`config.mk`:
```
export PLATFORM = sky130hd
export DESIGN_NAME = ccw_ctrl
export DESIGN_NICKNAME = d
export VERILOG_FILES = /design/src/sv/ccw_pkg.sv /design/src/sv/ccw_ctrl.sv
export SDC_FILE = /design/constraint.sdc
export NUM_CORES = 1
export LEC_CHECK = 0
export CAP_MARGIN = 20
export CORE_MARGIN = 2
export CORE_UTILIZATION = 66
export CTS_BUF_LIST = sky130_fd_sc_hd__clkbuf_4 sky130_fd_sc_hd__clkbuf_8
export DETAILED_ROUTE_END_ITERATION = 6
export DONT_BUFFER_PORTS = 1
export GPL_ROUTABILITY_DRIVEN = 0
export PLACE_DENSITY = 0.82
export SLEW_MARGIN = 20
export SYNTH_ARGS = -nofsm -noshare
export SYNTH_HDL_FRONTEND = slang
export SYNTH_SLANG_ARGS = --single-unit
```
`constraint.sdc`:
```
create_clock -name clk -period 3.6 [get_ports clk]
set_clock_uncertainty 0.1 [all_clocks]
set_input_delay 0.18 -clock clk [delete_from_list [all_inputs] [get_ports clk]]
set_output_delay 0.18 -clock clk [all_outputs]
set_load 0.01 [all_outputs]
```
`src/sv/ccw_pkg.sv`:
```
// ----------------------------------------------------------------------------
// ccw_pkg : shared constants and types for the text console writer
// Map geometry, operation codes, control characters and the structs that
// travel between the sequencer and the top level.
// ----------------------------------------------------------------------------
package ccw_pkg;

  // map geometry
  localparam int ROWS      = 32;
  localparam int COLUMNS   = 42;
  localparam int ROW_PITCH = 64;
  localparam int TAB_WIDTH = 3;

  localparam int MAP_BYTES = ROWS * ROW_PITCH;
  localparam int COPY_LEN  = (ROWS - 1) * ROW_PITCH;
  localparam int ADDR_W    = $clog2(MAP_BYTES);
  localparam int CNT_W     = $clog2(MAP_BYTES + 1);
  localparam int ROW_W     = $clog2(ROWS + 2);
  localparam int COL_W     = $clog2(COLUMNS + TAB_WIDTH + 1);
  localparam int COL_MAX   = COLUMNS + TAB_WIDTH;

  // port field widths
  localparam int KIND_W = 3;
  localparam int CHAR_W = 8;
  localparam int POS_W  = 8;
  localparam int CUR_W  = 6;

  // configuration port
  localparam int CFG_ADDR_W = 3;
  localparam int CFG_DATA_W = 32;
  localparam logic CFG_IDX_OUTPUT_ENABLE = 1'b0;

  // operation codes
  localparam logic [KIND_W-1:0] KIND_RAW    = 3'd0;
  localparam logic [KIND_W-1:0] KIND_STR    = 3'd1;
  localparam logic [KIND_W-1:0] KIND_SETPOS = 3'd2;
  localparam logic [KIND_W-1:0] KIND_CLEAR  = 3'd3;
  localparam logic [KIND_W-1:0] KIND_READ   = 3'd4;

  // control characters
  localparam logic [CHAR_W-1:0] CH_NUL      = 8'd0;
  localparam logic [CHAR_W-1:0] CH_TAB      = 8'd9;
  localparam logic [CHAR_W-1:0] CH_NL_FIRST = 8'd10;
  localparam logic [CHAR_W-1:0] CH_NL_LAST  = 8'd13;
  localparam logic [CHAR_W-1:0] FILTER_MARK = 8'h3F;

  typedef struct packed {
    logic [CUR_W-1:0]  cursor_row;
    logic [CUR_W-1:0]  cursor_col;
    logic [CHAR_W-1:0] cell_value;
  } res_t;

  typedef struct packed {
    logic              we;
    logic [ADDR_W-1:0] waddr;
    logic [CHAR_W-1:0] wdata;
    logic [ADDR_W-1:0] raddr;
  } mem_req_t;

  function automatic logic [ADDR_W-1:0] map_addr(input logic [ADDR_W-1:0] row,
                                                 input logic [ADDR_W-1:0] col);
    return ADDR_W'(row * ROW_PITCH + col);
  endfunction

endpackage

```
`src/sv/ccw_ctrl.sv`:
```
// ----------------------------------------------------------------------------
// ccw_ctrl : cursor and map sequencer
// Decodes one word per operation, moves the cursor, and drives the single
// map port. Scroll, clear and the post-reset wipe share one address sweep.
// ----------------------------------------------------------------------------
module ccw_ctrl (
  input  logic                         clk,
  input  logic                         rst_n,
  input  logic                         in_valid,
  output logic                         in_ready,
  input  logic [ccw_pkg::KIND_W-1:0]   in_kind,
  input  logic [ccw_pkg::CHAR_W-1:0]   in_char_code,
  input  logic [ccw_pkg::POS_W-1:0]    in_pos_x,
  input  logic [ccw_pkg::POS_W-1:0]    in_pos_y,
  input  logic                         output_enable,
  output logic                         res_valid,
  input  logic                         res_ready,
  output ccw_pkg::res_t                res,
  output ccw_pkg::mem_req_t            mem,
  input  logic [ccw_pkg::CHAR_W-1:0]   mem_rdata
);

  typedef enum logic [2:0] {
    ST_IDLE, ST_EXEC, ST_READ, ST_SWEEP, ST_PUT, ST_HOLD
  } state_t;

  typedef enum logic [1:0] {
    SW_INIT, SW_CLEAR, SW_SCROLL
  } sweep_t;

  state_t                        state_r, state_nxt;
  sweep_t                        sweep_r, sweep_nxt;
  logic [ccw_pkg::KIND_W-1:0]    kind_r, kind_nxt;
  logic [ccw_pkg::CHAR_W-1:0]    code_r, code_nxt;
  logic [ccw_pkg::POS_W-1:0]     px_r, px_nxt;
  logic [ccw_pkg::POS_W-1:0]     py_r, py_nxt;
  logic [ccw_pkg::CHAR_W-1:0]    ch_r, ch_nxt;
  logic [ccw_pkg::ROW_W-1:0]     row_r, row_nxt;
  logic [ccw_pkg::COL_W-1:0]     col_r, col_nxt;
  logic                          skip_r, skip_nxt;
  logic [ccw_pkg::CNT_W-1:0]     idx_r, idx_nxt;
  logic                          p1_valid_r, p1_valid_nxt;
  logic                          p1_copy_r, p1_copy_nxt;
  logic [ccw_pkg::ADDR_W-1:0]    p1_addr_r, p1_addr_nxt;
  logic                          rng_r, rng_nxt;
  logic [ccw_pkg::CHAR_W-1:0]    cell_r, cell_nxt;

  // filter decode
  logic                          do_print;
  logic                          skip_upd;
  logic [ccw_pkg::CHAR_W-1:0]    eff_ch;

  // wrap / scroll check
  logic [ccw_pkg::ROW_W-1:0]     w_row;
  logic [ccw_pkg::COL_W-1:0]     w_col;
  logic                          need_scroll;

  // character placement
  logic [ccw_pkg::ROW_W-1:0]     a_row, ap_row;
  logic [ccw_pkg::COL_W-1:0]     a_col, ap_col;
  logic [ccw_pkg::CHAR_W-1:0]    a_ch;
  logic                          ap_nl, ap_tab, ap_store;
  logic [ccw_pkg::ADDR_W-1:0]    ap_addr;

  logic                          fin;

  always_comb begin
    do_print = 1'b0;
    skip_upd = skip_r;
    eff_ch   = code_r;
    case (kind_r)
      ccw_pkg::KIND_RAW: begin
        do_print = output_enable;
      end
      ccw_pkg::KIND_STR: begin
        if (skip_r) begin
          skip_upd = 1'b0;
        end else if (code_r == ccw_pkg::CH_NUL) begin
          do_print = 1'b0;
        end else if (code_r[ccw_pkg::CHAR_W-1]) begin
          // top-bit byte: mark it and drop the byte that follows
          skip_upd = 1'b1;
          do_print = output_enable;
          eff_ch   = ccw_pkg::FILTER_MARK;
        end else begin
          do_print = output_enable;
        end
      end
      default: begin
        do_print = 1'b0;
      end
    endcase
  end

  always_comb begin
    if (col_r >= ccw_pkg::COLUMNS) begin
      w_col = '0;
      w_row = row_r + ccw_pkg::ROW_W'(1);
    end else begin
      w_col = col_r;
      w_row = row_r;
    end
    need_scroll = (w_row >= ccw_pkg::ROWS);
  end

  always_comb begin
    if (state_r == ST_PUT) begin
      a_row = row_r;
      a_col = col_r;
      a_ch  = ch_r;
    end else begin
      a_row = w_row;
      a_col = w_col;
      a_ch  = eff_ch;
    end
    ap_nl    = (a_ch >= ccw_pkg::CH_NL_FIRST) && (a_ch <= ccw_pkg::CH_NL_LAST);
    ap_tab   = (a_ch == ccw_pkg::CH_TAB);
    ap_store = !ap_nl && !ap_tab && (a_col < ccw_pkg::ROW_PITCH);
    ap_addr  = ccw_pkg::map_addr(ccw_pkg::ADDR_W'(a_row), ccw_pkg::ADDR_W'(a_col));
    if (ap_nl) begin
      ap_row = a_row + ccw_pkg::ROW_W'(1);
      ap_col = '0;
    end else if (ap_tab) begin
      ap_row = a_row;
      ap_col = a_col + ccw_pkg::COL_W'(ccw_pkg::TAB_WIDTH);
    end else begin
      ap_row = a_row;
      ap_col = a_col + ccw_pkg::COL_W'(1);
    end
  end

  always_comb begin
    state_nxt    = state_r;
    sweep_nxt    = sweep_r;
    kind_nxt     = kind_r;
    code_nxt     = code_r;
    px_nxt       = px_r;
    py_nxt       = py_r;
    ch_nxt       = ch_r;
    row_nxt      = row_r;
    col_nxt      = col_r;
    skip_nxt     = skip_r;
    idx_nxt      = idx_r;
    p1_valid_nxt = 1'b0;
    p1_copy_nxt  = p1_copy_r;
    p1_addr_nxt  = p1_addr_r;
    rng_nxt      = rng_r;
    cell_nxt     = cell_r;
    fin          = 1'b0;
    res_valid    = 1'b0;
    in_ready     = (state_r == ST_IDLE);

    mem.we    = 1'b0;
    mem.waddr = ap_addr;
    mem.wdata = a_ch;
    mem.raddr = ccw_pkg::map_addr(ccw_pkg::ADDR_W'(py_r), ccw_pkg::ADDR_W'(px_r));

    unique case (state_r)
      ST_IDLE: begin
        if (in_valid) begin
          kind_nxt  = in_kind;
          code_nxt  = in_char_code;
          px_nxt    = in_pos_x;
          py_nxt    = in_pos_y;
          state_nxt = ST_EXEC;
        end
      end
      ST_EXEC: begin
        cell_nxt = '0;
        case (kind_r)
          ccw_pkg::KIND_SETPOS: begin
            row_nxt = (py_r < ccw_pkg::ROWS) ? ccw_pkg::ROW_W'(py_r)
                                             : ccw_pkg::ROW_W'(ccw_pkg::ROWS - 1);
            col_nxt = (px_r < ccw_pkg::COLUMNS) ? ccw_pkg::COL_W'(px_r)
                                                : ccw_pkg::COL_W'(ccw_pkg::COLUMNS - 1);
            fin     = 1'b1;
          end
          ccw_pkg::KIND_CLEAR: begin
            row_nxt   = '0;
            col_nxt   = '0;
            idx_nxt   = '0;
            sweep_nxt = SW_CLEAR;
            state_nxt = ST_SWEEP;
          end
          ccw_pkg::KIND_READ: begin
            rng_nxt   = (py_r < ccw_pkg::ROWS) && (px_r < ccw_pkg::ROW_PITCH);
            state_nxt = ST_READ;
          end
          default: begin
            skip_nxt = skip_upd;
            if (do_print && need_scroll) begin
              // park the character, shift the map up, then place it
              row_nxt   = ccw_pkg::ROW_W'(ccw_pkg::ROWS - 1);
              col_nxt   = w_col;
              ch_nxt    = eff_ch;
              idx_nxt   = '0;
              sweep_nxt = SW_SCROLL;
              state_nxt = ST_SWEEP;
            end else begin
              if (do_print) begin
                mem.we  = ap_store;
                row_nxt = ap_row;
                col_nxt = ap_col;
              end
              fin = 1'b1;
            end
          end
        endcase
      end
      ST_READ: begin
        cell_nxt = rng_r ? mem_rdata : '0;
        fin      = 1'b1;
      end
      ST_SWEEP: begin
        if (idx_r != ccw_pkg::CNT_W'(ccw_pkg::MAP_BYTES)) begin
          mem.raddr    = ccw_pkg::ADDR_W'(idx_r) + ccw_pkg::ADDR_W'(ccw_pkg::ROW_PITCH);
          p1_valid_nxt = 1'b1;
          p1_addr_nxt  = idx_r[ccw_pkg::ADDR_W-1:0];
          p1_copy_nxt  = (sweep_r == SW_SCROLL) && (idx_r < ccw_pkg::COPY_LEN);
          idx_nxt      = idx_r + ccw_pkg::CNT_W'(1);
        end else begin
          unique case (sweep_r)
            SW_INIT:   state_nxt = ST_IDLE;
            SW_SCROLL: state_nxt = ST_PUT;
            SW_CLEAR: begin
              cell_nxt = '0;
              fin      = 1'b1;
            end
            default:   state_nxt = ST_IDLE;
          endcase
        end
        // write stage of the sweep, one word behind the read
        if (p1_valid_r) begin
          mem.we    = 1'b1;
          mem.waddr = p1_addr_r;
          mem.wdata = p1_copy_r ? mem_rdata : '0;
        end
      end
      ST_PUT: begin
        mem.we   = ap_store;
        row_nxt  = ap_row;
        col_nxt  = ap_col;
        cell_nxt = '0;
        fin      = 1'b1;
      end
      ST_HOLD: begin
        fin = 1'b1;
      end
      default: begin
        state_nxt = ST_IDLE;
      end
    endcase

    if (fin) begin
      if (res_ready) begin
        res_valid = 1'b1;
        state_nxt = ST_IDLE;
      end else begin
        state_nxt = ST_HOLD;
      end
    end

    res.cursor_row = ccw_pkg::CUR_W'(row_nxt);
    res.cursor_col = ccw_pkg::CUR_W'(col_nxt);
    res.cell_value = cell_nxt;
  end

  always_ff @(posedge clk) begin
    if (!rst_n) begin
      state_r    <= ST_SWEEP;
      sweep_r    <= SW_INIT;
      row_r      <= '0;
      col_r      <= '0;
      skip_r     <= 1'b0;
      idx_r      <= '0;
      p1_valid_r <= 1'b0;
    end else begin
      state_r    <= state_nxt;
      sweep_r    <= sweep_nxt;
      row_r      <= row_nxt;
      col_r      <= col_nxt;
      skip_r     <= skip_nxt;
      idx_r      <= idx_nxt;
      p1_valid_r <= p1_valid_nxt;
    end
    kind_r    <= kind_nxt;
    code_r    <= code_nxt;
    px_r      <= px_nxt;
    py_r      <= py_nxt;
    ch_r      <= ch_nxt;
    p1_copy_r <= p1_copy_nxt;
    p1_addr_r <= p1_addr_nxt;
    rng_r     <= rng_nxt;
    cell_r    <= cell_nxt;
  end

endmodule

```
==> results.md <==
| Group | Result | Reported |
|---|---|---|
| placement | IO Port Bufs | 0 |
| finish | Fraction of final layout cells with drive strength greater than 1 | 10.49% |
| timing | Portion of the clock cycle consumed by the worst path in the final layout | 96.27% |
| worst setup path | Crit path kind | register to primary output |
| timing | Fmax achieved | 0.2885 GHz |
| synth | Syn_nets | 650 |
| timing | Total setup violations reported at the end of the flow | 0 |
| clock network | Root Buffer | clkbuf_8 |
| global routing | All-layer global routing usage | 36.20% |
| clock network | Clock tree from TritonCTS | done |
| worst setup path | Required time of the critical path | 3320 ps |
| clock network | Clock buffers created by TritonCTS | 9 |
| timing | Minimum hold slack | 129.7 ps |
| floorplan | Io pins | 93 |
| placement | Placement-stage worst setup slack | 163.1 ps |
| routing | Number of nets with antenna violations after detailed routing | 0 |
| floorplan | Starting density of the core | 68.59% |
| floorplan | Die ar. | 8807 um^2 |
| global routing | Global-route wire length before repair | 24,180 um |
| worst setup path | Largest fanout of any net on the critical path | 6 |
| finish | Most common cell after layout, fill and taps aside | nand2_1 |
| synth | Number of enable-type register cells in the synthesized netlist | 48 |
| floorplan | Die X-Extent | 93.85 um |
| min path | Hold crit path type | input port to register |
| clock network | Register clock-pin slew on the reported worst setup and hold paths | 110 ps |
| finish | Area of the multi-input gates | 2893 um^2 |
| synth | Number of synthesized register bits | 87 |
| synth | Fraction of registers with async set or reset after synthesis | 0% |
| synth | Average cell area after synthesis | 8.894 um^2 |
| routing | DR WL/cell | 20.90 um |
| routing | 1st-pass router iterations | 6 |
| routing | Post-detailed-route DRC marker count | 0 |
| synth | Synth warn | 0 |
| worst setup path | Critical Path Source Type | register |
| finish | Commonest cells after routing, fill and taps aside | 61 x nand2_1, 48 x edfxtp_1, 44 x nor2_1 |
| clock network | Latest clock arrival within the worst-skew pair | 390 ps |
| power and ir drop | Power per Cell Area | 402.3 nW/um^2 |
| finish | Area taken by flip-flops and latches | 2222 um^2 |
| routing | Vias | 5,029 |
| placement | Sum of net half-perimeters after detailed placement | 10,840 um |
| routing | WL final | 15,490 um |
| timing | Slew @ Worst Pin | 894.8 ps |
| global routing | GRT overflow | 0 |
| synth | Most used flip-flop cell after synthesis | edfxtp_1 |
| global routing | Maximum number of pins on one net before global-route repair | 36 |
| floorplan | Height of the die | 93.85 um |
| synth | Sequential element share of the synthesized area | 41.71% |
| clock network | Level count of the clock H-tree | 3 |
| clock network | Maximum buffer depth of the clock tree | 2 |
| finish | Ant diodes | 0 |
| run status | Outcome | completed |
| routing | Violation count after the first detailed-route iteration | 584 |
| synth | Post-Syn Area | 5328 um^2 |
| finish | Area added between synthesis and finish | 14.37% |
| floorplan | Number of standard-cell rows in the floorplan | 32 |
| global routing | Number of antenna violations at the first check in global routing | 0 |
| synth | Synth cell types | 73 |
| timing | Setup slack after layout | 134.3 ps |
| worst setup path | Worst-case register-to-register setup slack | 620 ps |
| power and ir drop | Static power due to leakage | 2.269 nW |
| timing | Worst-case headroom to the max-slew limit | 38.80% |
| timing | Count of endpoints failing hold in the final timing report | 0 |
| worst setup path | Type of element capturing the critical path | primary output |
| floorplan | Core footprint | 7767 um^2 |
| power and ir drop | Worst voltage drop across the vdd grid | 0.0002828 V |
| routing | Mean number of vias per cell | 6.787 |
| finish | Final cell utilization of the core | 78.45% |
| flow run | Max Cap Violations | 0 |
| synth | Synthesized instance count | 599 |
| finish | Fill cells | 515 |
| timing | Slew Limit Fails | 0 |
| timing | Post-layout min period | 3466 ps |
| worst setup path | Worst endpoint data arrival time | 3190 ps |
| clock network | Sinks on the clock net | 87 |
| global routing | Number of global-route vias before repair | 4,770 |
| finish | Number of nets in the layout | 685 |
-- where the power goes --
group          internal [mW]  leakage [nW]  total (mW)  switching, mW
Combinational          0.167          1.38       0.525          0.358
Sequential              1.14         0.784        1.20         0.0599
Clock                  0.331         0.106       0.722          0.391
-- critical path, cell delays in order (launching register included) --
cell,delay [ps]
edfxtp_1,450
nor4b_4,280
buf_4,170
nand2_1,120
nand2b_1,140
mux2i_1,120
a21oi_2,190
inv_1,80
fa_1,500
or3_4,420
a31oi_2,180
buf_4,150
-- routing by layer --
layer	part of all wire (%)	track usage [%]	up-vias	wire [um]
met5	0	0	-	0
met4	4.4	17.03	0	682
met3	10	9.711	61	1620
met2	48	60.18	326	7375
met1	38	43.64	2354	5811
li1	-	-	2288	-
-- area by class of cell --
type	instances	share of cell area, %
inverter	22	1.355
timing repair buffer	63	9.281
tap	102	2.094
multi-input combinational	451	47.47
clock buffer	9	2.033
sequential	87	36.47
clock inverter	7	1.294
-- final timing paths --
kind | from | end | depth (start not counted)
hold reg to reg | idx_r[11] | idx_r[11] | 2
setup / recovery | kind_r[1] | res[9] | 11
setup reg to reg | kind_r[1] | col_r[4] | 13
hold / removal | in_valid | state_r[2] | 3
-- synth_stat cells (3+ instances only) --
master	number	area (um^2)
mux2i_1	17	170.2
nor3_1	15	75.07
nand3_1	39	195.2
o21a_1	4	30.03
a31oi_1	15	93.84
ha_1	9	112.6
o31ai_1	7	52.55
clkbuf_1	21	78.83
nand2b_1	12	75.07
and2_1	7	43.79
o311ai_0	4	35.03
o2111ai_1	3	26.28
a2111oi_0	3	26.28
xor2_1	7	61.31
or3_1	4	25.02
nand2_1	61	229.0
o211a_1	3	30.03
a211oi_1	3	22.52
buf_2	12	60.06
inv_1	21	78.83
dfxtp_1	39	780.8
a21oi_1	41	205.2
o21ai_0	32	160.2
o211ai_1	3	22.52
o31a_1	4	35.03
a22o_1	8	70.07
nand4_1	10	62.56
nor2b_1	6	37.54
xnor2_1	15	131.4
nor2_1	44	165.2
nor4_1	8	50.05
nor3b_1	3	22.52
nor4b_1	4	35.03
o22ai_1	4	25.02
edfxtp_1	48	1441
a21boi_0	3	22.52
nand3b_1	10	75.07
-- cell families after synthesis --
family | share of synthesized area (%)
multiplexers | 3.405
AND/OR/NAND/NOR | 22.45
XOR/XNOR | 3.617
buffers and inverters | 4.885
adder cells (fa/ha/maj) | 2.865
AO/OA/AOI/OAI | 21.07
flip-flops | 41.71
-- flip-flops by register name, summed over array words and instances (netlist names) --
| name | count |
|---|---|
| cell_r | 8 |
| ch_r | 8 |
| code_r | 8 |
| col_r | 6 |
| idx_r | 12 |
| kind_r | 3 |
| p1_addr_r | 11 |
| p1_copy_r | 1 |
| p1_valid_r | 1 |
| px_r | 8 |
| py_r | 8 |
| rng_r | 1 |
| row_r | 6 |
| skip_r | 1 |
| state_r | 3 |
| sweep_r | 2 |
-- timing repair --
item,4_1_cts,5_1_grt
pin swaps,0,1
endpoints found under the setup margin,3,3
hold endpoints to repair,43,0
buffers inserted,1,3
gates resized for setup,4,5
hold buffers,37,0
-- per-stage QoR --
stage	power (mW)	setup TNS (ps)	instance area (um^2)	std cells
global route	2.537	-65.13	6093	741
detailed placement	1.698	0	5448	684
CTS	2.429	0	6043	738
finish	2.451	0	6093	741
global placement	1.683	0	5448	684
floorplan	1.586	0	5328	599
No activity file was read; power rests on OpenSTA's default activity.
